===== src/hw/rtl/affra_pkg.sv =====
`timescale 1ns / 1ps
// ----------------------------------------------------------------------------
// affra_pkg
// Shared types and codes of the aligned first-fit range allocator: word
// formats, operation codes and the controller/datapath command and status.
// ----------------------------------------------------------------------------
package affra_pkg;

  // operation codes
  localparam logic [2:0] OP_ADD   = 3'd0;
  localparam logic [2:0] OP_REM   = 3'd1;
  localparam logic [2:0] OP_ALLOC = 3'd2;
  localparam logic [2:0] OP_CNT   = 3'd3;
  localparam logic [2:0] OP_NEXT  = 3'd4;

  // segment written into the new table
  localparam logic [2:0] EM_NONE = 3'd0;
  localparam logic [2:0] EM_SE   = 3'd1;  // operand range
  localparam logic [2:0] EM_RSRE = 3'd2;  // stored range as is
  localparam logic [2:0] EM_RSS  = 3'd3;  // stored start up to operand start
  localparam logic [2:0] EM_ERE  = 3'd4;  // operand end up to stored end

  // divider operand select
  localparam logic DIV_ALIGN = 1'b0;
  localparam logic DIV_CNT   = 1'b1;

  typedef struct packed {
    logic [2:0]  operation;
    logic [47:0] range_start;
    logic [47:0] range_end;
    logic [47:0] block_size;
    logic [47:0] alignment;
  } affra_in_t;

  typedef struct packed {
    logic [47:0] block_address;
    logic        found;
    logic [47:0] block_count;
    logic [47:0] total_free;
    logic        overflow;
  } affra_out_t;

  typedef struct packed {
    logic       load_in;
    logic       rd;
    logic [2:0] emit_sel;
    logic       merge;
    logic       set_placed;
    logic       inc_i;
    logic       div_start;
    logic       div_sel;
    logic       take_aln;
    logic       take_found;
    logic       cnt_add;
    logic       start_rem;
    logic       commit;
    logic       out_load;
  } affra_cmd_t;

  typedef struct packed {
    logic [2:0] op;
    logic       empty;
    logic       size_zero;
    logic       i_end;
    logic       placed;
    logic       add_lt;
    logic       add_gt;
    logic       rem_out;
    logic       rs_lt_s;
    logic       re_gt_e;
    logic       div_done;
    logic       fits;
    logic       cnt_ok;
    logic       out_free;
  } affra_sts_t;

endpackage


===== src/hw/rtl/affra_ctrl.sv =====
`timescale 1ns / 1ps
// ----------------------------------------------------------------------------
// affra_ctrl
// Controller: walks the range table at most once per operation (twice for an
// allocate of a nonzero size that succeeds) and sequences the datapath.
// ----------------------------------------------------------------------------
module affra_ctrl
  import affra_pkg::*;
(
  input  logic       clk,
  input  logic       rst_n,
  input  logic       in_valid,
  output logic       in_ready,
  input  affra_sts_t sts,
  output affra_cmd_t cmd
);

  localparam logic [3:0] S_IDLE   = 4'd0;
  localparam logic [3:0] S_START  = 4'd1;
  localparam logic [3:0] S_RD     = 4'd2;
  localparam logic [3:0] S_EV     = 4'd3;
  localparam logic [3:0] S_EM2    = 4'd4;
  localparam logic [3:0] S_DV1    = 4'd5;
  localparam logic [3:0] S_FIT    = 4'd6;
  localparam logic [3:0] S_DV2    = 4'd7;
  localparam logic [3:0] S_COMMIT = 4'd8;
  localparam logic [3:0] S_OUT    = 4'd9;

  logic [3:0] state_r, state_nxt;

  always_ff @(posedge clk) begin
    if (!rst_n) state_r <= S_IDLE;
    else state_r <= state_nxt;
  end

  assign in_ready = (state_r == S_IDLE);

  // next state and commands
  always_comb begin
    state_nxt = state_r;
    cmd       = '0;
    unique case (state_r)
      S_IDLE: begin
        if (in_valid) begin
          cmd.load_in = 1'b1;
          state_nxt   = S_START;
        end
      end
      S_START: begin
        priority if ((sts.op == OP_ADD || sts.op == OP_REM) && !sts.empty)
          state_nxt = S_RD;
        else if (sts.op == OP_ALLOC || sts.op == OP_NEXT)
          state_nxt = S_RD;
        else if (sts.op == OP_CNT && !sts.size_zero)
          state_nxt = S_RD;
        else
          state_nxt = S_OUT;
      end
      S_RD: begin
        if (sts.i_end) begin
          priority if (sts.op == OP_ADD) begin
            if (!sts.placed) cmd.emit_sel = EM_SE;
            state_nxt = S_COMMIT;
          end else if (sts.op == OP_REM) begin
            state_nxt = S_COMMIT;
          end else begin
            state_nxt = S_OUT;
          end
        end else begin
          cmd.rd    = 1'b1;
          state_nxt = S_EV;
        end
      end
      S_EV: begin
        state_nxt = S_RD;
        priority if (sts.op == OP_ADD) begin
          priority if (sts.add_lt) begin
            cmd.emit_sel = EM_RSRE;
            cmd.inc_i    = 1'b1;
          end else if (sts.add_gt) begin
            if (!sts.placed) begin
              cmd.emit_sel   = EM_SE;
              cmd.set_placed = 1'b1;
              state_nxt      = S_EM2;
            end else begin
              cmd.emit_sel = EM_RSRE;
              cmd.inc_i    = 1'b1;
            end
          end else begin
            cmd.merge = 1'b1;
            cmd.inc_i = 1'b1;
          end
        end else if (sts.op == OP_REM) begin
          priority if (sts.rem_out) begin
            cmd.emit_sel = EM_RSRE;
            cmd.inc_i    = 1'b1;
          end else if (sts.rs_lt_s) begin
            cmd.emit_sel = EM_RSS;
            if (sts.re_gt_e) state_nxt = S_EM2;
            else cmd.inc_i = 1'b1;
          end else begin
            if (sts.re_gt_e) cmd.emit_sel = EM_ERE;
            cmd.inc_i = 1'b1;
          end
        end else begin
          cmd.div_start = 1'b1;
          cmd.div_sel   = DIV_ALIGN;
          state_nxt     = S_DV1;
        end
      end
      S_EM2: begin
        cmd.emit_sel = (sts.op == OP_ADD) ? EM_RSRE : EM_ERE;
        cmd.inc_i    = 1'b1;
        state_nxt    = S_RD;
      end
      S_DV1: begin
        if (sts.div_done) begin
          cmd.take_aln = 1'b1;
          state_nxt    = S_FIT;
        end
      end
      S_FIT: begin
        state_nxt = S_RD;
        priority if (sts.op == OP_CNT) begin
          if (sts.cnt_ok) begin
            cmd.div_start = 1'b1;
            cmd.div_sel   = DIV_CNT;
            state_nxt     = S_DV2;
          end else begin
            cmd.inc_i = 1'b1;
          end
        end else if (sts.fits) begin
          if (sts.op == OP_ALLOC && !sts.size_zero) begin
            cmd.start_rem = 1'b1;
          end else begin
            cmd.take_found = 1'b1;
            state_nxt      = S_OUT;
          end
        end else begin
          cmd.inc_i = 1'b1;
        end
      end
      S_DV2: begin
        if (sts.div_done) begin
          cmd.cnt_add = 1'b1;
          cmd.inc_i   = 1'b1;
          state_nxt   = S_RD;
        end
      end
      S_COMMIT: begin
        cmd.commit = 1'b1;
        state_nxt  = S_OUT;
      end
      S_OUT: begin
        if (sts.out_free) begin
          cmd.out_load = 1'b1;
          state_nxt    = S_IDLE;
        end
      end
      default: state_nxt = S_IDLE;
    endcase
  end

endmodule


===== config.mk =====
export PLATFORM = sky130hd
export DESIGN_NAME = affra_ctrl
export DESIGN_NICKNAME = d
export VERILOG_FILES = /design/src/hw/rtl/affra_pkg.sv /design/src/hw/rtl/affra_ctrl.sv
export SDC_FILE = /design/constraint.sdc
export NUM_CORES = 1
export LEC_CHECK = 0
export BUFFER_PORTS_ARGS = -buffer_cell sky130_fd_sc_hd__buf_2
export CAP_MARGIN = 5
export CORE_AREA = 2 2 54 56
export DETAILED_ROUTE_END_ITERATION = 16
export DIE_AREA = 0 0 56 58
export GPL_ROUTABILITY_DRIVEN = 0
export SLEW_MARGIN = 20
export SYNTH_ARGS = -nofsm -noshare
export SYNTH_HDL_FRONTEND = slang
export SYNTH_SLANG_ARGS = --single-unit

===== constraint.sdc =====
create_clock -name clk -period 3.55 [get_ports clk]
set_input_delay 0.71 -clock clk [delete_from_list [all_inputs] [get_ports clk]]
set_output_delay 0.71 -clock clk [all_outputs]
set_load 0.005 [all_outputs]

==> flow_summary.json <==
{
  "status": "finished clean",
  "yosysWarningCount": 0,
  "hold_viol": 0,
  "post_synth_xor_area_fraction": 0,
  "syn_to_final_growth_pct": 23.25,
  "dr.pass1.iters": 4,
  "synth_cell_types": 51,
  "drive_gt1_frac": 0.3431,
  "die_h_um": 58,
  "hold_class": "in -> reg",
  "p_leak_uw": 0.0004061,
  "reg_top3": "state_r: 4 flops",
  "vias": 919,
  "worst-setup-path-type": "reg -> out",
  "whs_ps": 770.4,
  "grt_pass1_vias": 842,
  "ys_ff_latch": 4,
  "wl_mm": 2.199,
  "viasPerCell": 5.470,
  "cts_tree": "yes",
  "cts_root_buf": "clkbuf_4",
  "drv_slew": 0,
  "grt_antenna_before_repair": 0,
  "setup_violations": 0,
  "end_kind": "primary output",
  "top_register": "state_r",
  "synthArstFlopShare": 0,
  "die-area_sq_um": 3248,
  "wl_per_cell_um": 13.09,
  "crit_slowest_cell": "dfxtp_1",
  "rows": 19,
  "fin_area_sq_um": 948.4,
  "yosys.area_share.simple": 0.4732,
  "worstMarginPinSlew_ps": 572.3,
  "globalRouteOverflowTotal": 0,
  "synth_ff_type": "dfxtp_1",
  "drc": 0,
  "numCtsBuffers": 3,
  "seq_area_frac_synth": 0.1041,
  "clkLatencyLatePin_ps": 230,
  "grt_max_degree": 20,
  "synth-edff-count": 0,
  "antenna_left": 0,
  "tns_ps": 0,
  "synthAdderAreaFrac": 0,
  "grt_first_pass_wirelength_mm": 3.829,
  "fp.dieW_um": 56,
  "start_util": 0.2890,
  "worstPathMaxFanout": 19,
  "synth_mux_area_frac": 0.02602,
  "cts_max_level": 1,
  "crit_arrival_ps": 1950,
  "power.density_nw_per_um2": 348.3,
  "clk_path_buf_depth": 2,
  "fin_crit_ps": 2664,
  "largest_reg_flops": 4,
  "post_cts_buffers": 0,
  "max_stage_delay_ps": 670,
  "rsz0062_at_grt": "no",
  "cts_hold_buf": 0,
  "cp.required_ps": 2840,
  "peakVddDrop_uv": 296.9,
  "cap_violations": 0,
  "synth_compound_area_frac": 0.3024,
  "grt_use_total": 0.1447,
  "relSlewSlack": 0.6179,
  "clk_pin_slew_ps": 40,
  "port_buffers": 35,
  "ios": 36,
  "hpwl_mm": 1.721,
  "worst_setup_path_start_kind": "register",
  "synth.avg_cell_area_sq_um": 7.125,
  "fin_crit_sh": 0.7505,
  "synth_cells": 108,
  "synth_top_family_by_area": "simple AND/OR/NAND/NOR gates",
  "path_cells": "and3_1, a32oi_1, a2111oi_1, buf_2",
  "fin_worst_skew_ps": 0.04449,
  "fmax_ghz": 0.3753,
  "holdPathStages": 2,
  "reg2regPathDepth": 4,
  "nets": 158,
  "numClockSinks": 4,
  "first_iter_violations": 14,
  "placedInstanceArea_sq_um": 925.9,
  "antenna-diode-count": 0,
  "core_sq_um": 2663,
  "syn_area_sq_um": 769.5,
  "cts-resized-gates": 0,
  "utilization": 0.3562,
  "synth_nets": 127
}
==> Yosys cell counts, types with 3 or more instances <==
cell type,n,area share
a211oi_1,4,0.039
buf_4,3,0.029
inv_1,4,0.020
and3_1,3,0.024
nand2_1,11,0.054
nor3b_1,3,0.029
a21oi_1,4,0.026
nand3_1,3,0.020
nor2_1,7,0.034
buf_2,4,0.026
dfxtp_1,4,0.10
nand2b_1,3,0.024
o21ai_0,4,0.026
nor3_1,6,0.039
==> metal layers <==
metal	vias to the layer above	GRT usage	wire length, um	part of all wire
li1	475	-	-	-
met1	409	0.1889	1044	0.47
met2	31	0.2353	979	0.45
met3	4	0.03348	145	0.066
met4	0	0.05102	30	0.014
met5	-	0	0	0
==> worst max-delay path, delay by kind of cell (launching register included) <==
kind | cells | cell delay, ps
flops | 1 | 670
simple gates | 1 | 400
compound gates | 2 | 470
buf+inv | 1 | 170
==> cells in the final DEF, fill, tap and decap left out, drive strengths merged, types with 2 or more instances in the layout <==
cell type / synthesis / layout
nand2: 11 / 11
and3: 3 / 3
nor4b: 2 / 2
and2: 2 / 2
buf: 8 / 35
nor3b: 3 / 3
dfxtp: 4 / 4
a21oi: 4 / 4
mux2i: 2 / 2
nor4: 2 / 2
a211oi: 5 / 5
or3b: 2 / 2
nand3: 3 / 3
nor4bb: 2 / 2
o21ai: 5 / 5
nor2b: 2 / 2
inv: 4 / 4
nand3b: 2 / 2
nor2: 7 / 7
or2: 2 / 2
nand2b: 3 / 3
clkbuf: 1 / 3
nor3: 7 / 7
==> path summary, 6_finish.rpt <==
| kind | start | endpoint | slack [ps] |
|---|---|---|---|
| hold reg to reg | state_r[1] | state_r[1] | 790 |
| setup / recovery | state_r[0] | cmd[12] | 890 |
| setup reg to reg | state_r[1] | state_r[2] | 1780 |
| hold / removal | rst_n | state_r[3] | 770 |
==> power by group <==
group          total, uW  switching [uW]  internal (uW)
combinational        176            87.6           88.9
sequential          97.7            41.9           55.8
clock               56.1            18.3           37.8
==> kinds of logic after synthesis <==
| group | after synthesis |
|---|---|
| AND/OR/NAND/NOR | 58 |
| AO/OA/AOI/OAI | 31 |
| buffers and inverters | 13 |
| flip-flops | 4 |
| multiplexers | 2 |
==> layout make-up <==
type	count	area, sq um
multi-input combinational	91	616.8
timing repair buffer	35	175.2
fill	311	1714
tap	31	38.79
inverter	4	15.01
clock buffer	3	22.52
sequential	4	80.08
==> stage by stage <==
stage	cells	setup WS, ps	power (uW)
2_1_floorplan	108	1150	224.4
3_3_place_gp	165	944.8	271.5
3_5_place_dp	165	943.4	273.5
4_1_cts	168	898.9	332.1
5_1_grt	168	757.8	365.0
6_report	168	885.7	330.3
Power figures use the tool's default switching activity.
